--- config.mk ---
export PLATFORM = sky130hd
export DESIGN_NAME = svpwm_div
export DESIGN_NICKNAME = d
export VERILOG_FILES = /design/src/rtl/svpwm_pkg.sv /design/src/rtl/svpwm_div.sv
export SDC_FILE = /design/constraint.sdc
export NUM_CORES = 2
export LEC_CHECK = 0
export ABC_AREA = 1
export BUFFER_PORTS_ARGS = -buffer_cell sky130_fd_sc_hd__buf_2
export CORE_ASPECT_RATIO = 1.4
export CORE_MARGIN = 2
export CORE_UTILIZATION = 46
export DETAILED_ROUTE_END_ITERATION = 10
export PLACE_DENSITY = 0.65
export SYNTH_ARGS = -nofsm -noshare
export SYNTH_HDL_FRONTEND = slang
export SYNTH_MEMORY_MAX_BITS = 65536
export SYNTH_SLANG_ARGS = --single-unit
--- constraint.sdc ---
create_clock -name clk_i -period 3.13 [get_ports clk_i]
set_clock_uncertainty 0.2 [all_clocks]
set_input_delay 0.4695 -clock clk_i [delete_from_list [all_inputs] [get_ports clk_i]]
set_output_delay 0.4695 -clock clk_i [all_outputs]
set_load 0.02 [all_outputs]
--- src/rtl/svpwm_pkg.sv ---
// Shared widths, constants, register map, sector codes and the sideband type
// of the SVPWM duty calculator. Depends on nothing; every other file uses it.
`timescale 1ns / 1ps

package svpwm_pkg;

  // Field widths.
  localparam int PeriodW = 15;
  localparam int VdcW    = 15;
  localparam int VoltW   = 16;
  localparam int CmpW    = 16;
  localparam int SecW    = 3;
  localparam int FracW   = 15;

  // Configuration port.
  localparam int ApbDataW = 32;
  localparam int ApbAddrW = 3;
  localparam int RegIdxW  = 1;
  localparam logic [RegIdxW-1:0] RegPwmPeriod = 1'b0;
  localparam logic [PeriodW-1:0] PeriodReset  = 15'h7FFF;

  // Q15 constants.
  localparam logic [15:0] Sqrt3Q15     = 16'd56756;
  localparam logic [14:0] HalfSqrt3Q15 = 15'd28378;

  // Internal widths: numerator of the scale factor, alpha product, Y/Z
  // projections, active vector products, selected times and compare sums.
  localparam int NumW  = 31;
  localparam int ProdW = 32;
  localparam int YW    = 17;
  localparam int MulW  = 49;
  localparam int TW    = 50;
  localparam int T0W   = 52;

  // Sector codes: bit0 beta > 0, bit1 Y > 0, bit2 Z > 0.
  localparam logic [SecW-1:0] SecNone    = 3'd0;
  localparam logic [SecW-1:0] SecBeta    = 3'd1;
  localparam logic [SecW-1:0] SecY       = 3'd2;
  localparam logic [SecW-1:0] SecBetaY   = 3'd3;
  localparam logic [SecW-1:0] SecZ       = 3'd4;
  localparam logic [SecW-1:0] SecBetaZ   = 3'd5;
  localparam logic [SecW-1:0] SecYZ      = 3'd6;
  localparam logic [SecW-1:0] SecInvalid = 3'd7;

  // Values that ride along the divider pipeline beside the quotient.
  typedef struct packed {
    logic [SecW-1:0]         sec;
    logic signed [YW-1:0]    ya;
    logic signed [YW-1:0]    za;
    logic signed [VoltW-1:0] be;
  } side_t;

endpackage

--- src/rtl/svpwm_div.sv ---
// Pipelined restoring divider, one quotient bit per stage, with a sideband word.
// Depends on svpwm_pkg for widths and the sideband type.
`timescale 1ns / 1ps

module svpwm_div (
  input  logic                        clk_i,
  input  logic                        rst_ni,
  input  logic                        en_i,
  input  logic                        valid_i,
  input  logic [svpwm_pkg::NumW-1:0]  num_i,
  input  logic [svpwm_pkg::VdcW-1:0]  den_i,
  input  svpwm_pkg::side_t            side_i,
  output logic                        valid_o,
  output logic [svpwm_pkg::NumW-1:0]  quo_o,
  output svpwm_pkg::side_t            side_o
);

  localparam int N  = svpwm_pkg::NumW;
  localparam int DW = svpwm_pkg::VdcW;

  logic                 v_q    [N];
  logic [DW-1:0]        rem_q  [N];
  logic [DW-1:0]        den_q  [N];
  logic [N-1:0]         num_q  [N];
  logic [N-1:0]         quo_q  [N];
  svpwm_pkg::side_t     side_q [N];

  logic [DW:0]          trial  [N];
  logic                 ge     [N];
  logic [DW-1:0]        rem_d  [N];
  logic [N-1:0]         num_d  [N];
  logic [N-1:0]         quo_d  [N];

  // Each stage shifts in the next numerator bit and subtracts the divisor
  // when the partial remainder reaches it.
  always_comb begin
    for (int k = 0; k < N; k++) begin
      if (k == 0) begin
        trial[k] = {DW'(0), num_i[N-1]};
        ge[k]    = trial[k] >= {1'b0, den_i};
        rem_d[k] = ge[k] ? DW'(trial[k] - {1'b0, den_i}) : trial[k][DW-1:0];
        num_d[k] = num_i << 1;
        quo_d[k] = {(N-1)'(0), ge[k]};
      end else begin
        trial[k] = {rem_q[k-1], num_q[k-1][N-1]};
        ge[k]    = trial[k] >= {1'b0, den_q[k-1]};
        rem_d[k] = ge[k] ? DW'(trial[k] - {1'b0, den_q[k-1]}) : trial[k][DW-1:0];
        num_d[k] = num_q[k-1] << 1;
        quo_d[k] = {quo_q[k-1][N-2:0], ge[k]};
      end
    end
  end

  always_ff @(posedge clk_i or negedge rst_ni) begin
    if (!rst_ni) begin
      for (int k = 0; k < N; k++) begin
        v_q[k] <= 1'b0;
      end
    end else if (en_i) begin
      for (int k = 0; k < N; k++) begin
        v_q[k] <= (k == 0) ? valid_i : v_q[k-1];
      end
    end
  end

  always_ff @(posedge clk_i) begin
    if (en_i) begin
      for (int k = 0; k < N; k++) begin
        rem_q[k]  <= rem_d[k];
        num_q[k]  <= num_d[k];
        quo_q[k]  <= quo_d[k];
        den_q[k]  <= (k == 0) ? den_i  : den_q[k-1];
        side_q[k] <= (k == 0) ? side_i : side_q[k-1];
      end
    end
  end

  assign valid_o = v_q[N-1];
  assign quo_o   = quo_q[N-1];
  assign side_o  = side_q[N-1];

endmodule

==> impl_metrics.json <==
{
  "gp_congestion": 0.904,
  "cp_slowest_cell": "edfxtp_1",
  "met2WireLength_mm": 145,
  "met3_length_mm": 8.34,
  "rsz0062_at_grt": "false",
  "critPathMaxStageDelay_ps": 460,
  "worstPathMaxFanout": 19,
  "ctsResizeCount": 0,
  "coreArea_sq_um": 307000,
  "dp_cells": 15064,
  "yosys.area_share.adder": 0.0439,
  "fmax_mhz": 342,
  "synth-simple-area-share": 0.134,
  "h-tree-depth": 5,
  "power_leakage_nw": 66.9,
  "synth.top_cells.by_area": "edfxtp_1, nand2_1, inv_1",
  "clk_latency_ps": 910,
  "num_rows": 241,
  "fin_cells": 15825,
  "antenna_found_initial": 6,
  "top_layer": "met4",
  "drc": 0,
  "drt_iter0_drc": 4611,
  "synthArstFlopShare": 0.00877,
  "power_w": 0.139,
  "cts.sinks": 3535,
  "syn_area_per_cell_sq_um": 13.1,
  "relSlewSlack": 0.502,
  "fin_setup_tns_ps": 0,
  "tightest_slew_ps": 747,
  "synth-compound-area-share": 0.0126,
  "path_delay_family": "simple AND/OR/NAND/NOR gates",
  "drtAntennaViolNets": 0,
  "synth_top_area_share": 0.742,
  "p_sw_w": 0.0436,
  "first_pass_iters": 6,
  "synth_mux_area_frac": 0.0000794,
  "synth_top_family_by_area": "simple AND/OR/NAND/NOR gates",
  "worst_slack_ps": 208,
  "path_class": "reg -> reg",
  "min_period_over_period": 0.934,
  "die_y_um": 661,
  "pwr-share-clk": 0.296,
  "ys.flop_type": "edfxtp_1",
  "power_frac_seq": 0.455,
  "netlist_area_sq_um": 142000,
  "power_density_nw_per_um2": 863,
  "crit_path_cell_trace": "ha_1 -> fa_1 -> inv_1 -> nand2_1 -> nand2_1 -> nand3_1 -> nand3_1 -> nand2_1 -> nand2_2 -> inv_2 -> nand2_1 -> nand2_1",
  "track_usage": 0.172,
  "cp.required_ps": 3500,
  "combPwrFrac": 0.249,
  "synth_nets": 11439,
  "worstPathBufferInverterCount": 2,
  "vias": 75363,
  "start_kind": "register",
  "dieArea_sq_um": 313000,
  "yosysWarnings": 0,
  "dpl.hpwl_mm": 193,
  "peakVddDrop_uv": 467,
  "setup_viol": 0,
  "drv_cap": 0,
  "post_drt_wl_per_cell_um": 17.1,
  "end_kind": "register",
  "synth_cell_type_count": 39,
  "initial_core_util": 0.462,
  "hp-class": "in -> reg",
  "fillerInstances": 25501,
  "yosys-top-cells-count": "edfxtp_1, nand2_1, inv_1",
  "cts_root_buffer": "clkbuf_16",
  "numCtsBuffers": 344,
  "fin_crit_ps": 2920,
  "grt_pass1_vias": 76835,
  "area_growth_pct": 13.5,
  "clk_transition_reported_paths_ps": 60,
  "boundaryPins": 188,
  "numPortBuffers": 187,
  "wl_mm": 271,
  "synth_xor_area_frac": 0.00963,
  "synth_top_area_cell": "edfxtp_1",
  "yosysMostFrequentCell": "edfxtp_1",
  "cts_tree": "built",
  "sw_frac_of_total": 0.314,
  "ys_seq_area_frac": 0.747,
  "die_width_um": 473,
  "post-route-util": 0.524,
  "drive_gt1_frac": 0.0830,
  "cp_data_arrival_time_ps": 3300,
  "clock_path_buffers": 4,
  "syn_inst": 10855,
  "p_int_w": 0.0953,
  "wl_met1_mm": 107,
  "routed_via_density": 4.76,
  "grt_max_degree": 115,
  "outcome": "finished clean",
  "place_ws_ps": 164,
  "grt_pass1_wl_mm": 421,
  "synth_seq_cells": 3535,
  "nets": 12122,
  "slew_viol_final": 0,
  "synth_edf_count": 3504,
  "crit_path_frequent_cell": "nand2_1",
  "grt.overflow.total": 0,
  "finalHoldViolCount": 0
}
cell usage in the layout, fill, tap and decap left out, drive strengths merged, types with 8 or more instances in the layout:
cell / count
edfxtp: 3504
inv: 1768
xor2: 138
nor3: 14
clkbuf: 405
buf: 320
bufinv: 40
diode: 8
dfrtp: 31
or2: 50
clkinvlp: 20
nand2: 3031
dlygate4sd3: 136
fa: 29
nor2: 505
nand3: 566
xnor2: 18
clkinv: 130
nand4: 163
a21oi: 178
ha: 452
and2: 87
nand3b: 59
o21ai: 158
cell families after synthesis:
group | after synthesis
flops | 3535
fa+ha+maj | 481
xor+xnor | 156
simple gates | 4479
mux | 1
buf+inv | 1866
compound gates | 337
power by group through the flow:
| stage | Combinational (W) | Clock [W] | Sequential, W |
|---|---|---|---|
| floorplan | 0.0256 | 0 | 0.0622 |
| global placement | 0.0343 | 0 | 0.0643 |
| detailed placement | 0.0346 | 0 | 0.0643 |
| CTS | 0.0349 | 0.0426 | 0.0634 |
| global route | 0.0398 | 0.0443 | 0.0637 |
| finish | 0.0346 | 0.0411 | 0.0632 |
final timing paths:
path,startpoint,to,slack [ps],cells past startpoint
worst max-delay path,den_q[0][135]$_DFFE_PP_,rem_q[0][156]$_DFFE_PP_,210,12
worst min-delay path,side_i[22],side_q[0][22]$_DFFE_PP_,100,2
worst max register to register,den_q[0][135]$_DFFE_PP_,rem_q[0][156]$_DFFE_PP_,210,12
worst min register to register,quo_q[1][321]$_DFFE_PP_,quo_q[1][353]$_DFFE_PP_,180,0
max in group asynchronous,rst_ni,v_q[26]$_DFFE_PN0P_,2160,4
min in group asynchronous,rst_ni,v_q[2]$_DFFE_PN0P_,400,4
state kept, by name, summed over array words and instances, names as in the netlist:
name and count:
den_q 450, quo_q 496, rem_q 450, side_q 1643
v_q 30, valid_o 1, num_q 465
layer usage:
layer	track usage	up-vias
met5	0	-
met4	0.0704	0
met3	0.0239	562
met2	0.322	1136
met1	0.196	35735
li1	-	37930
worst register-to-register path, stage by stage, from the launching register on:
cell      delay [ps]
edfxtp_1         460
ha_1             270
fa_1             400
inv_1            100
nand2_1           80
nand2_1           80
nand3_1           80
nand3_1          100
nand2_1           60
nand2_2          310
inv_2            220
nand2_1          100
nand2_1          130
layout make-up:
cell class              instances  area [sq um]  share of cell area
diodes                          8          20.0            0.000124
inverters                    1747          6560              0.0407
repair buffers                456          3840              0.0238
clock buffers                 405          8930              0.0555
multi-input cells            5454         28400               0.176
well taps                    4009          5020              0.0311
flip-flops and latches       3535        106000               0.658
clock inverters               211          2280              0.0141
stage by stage:
| stage | cell area [sq um] | hold WS, ps |
|---|---|---|
| after floorplan | 142000 | -26.1 |
| after global placement | 148000 | 200 |
| after detailed placement | 148000 | 205 |
| after CTS | 161000 | 2.19 |
| after global routing | 161000 | 33.5 |
| final | 161000 | 95.7 |
timing repair:
action                                 4_1_cts  5_1_grt
hold buffers                               137        0
setup buffers                                0        0
endpoints found under the hold margin      198        0
No activity file was read; power rests on OpenSTA's default activity.
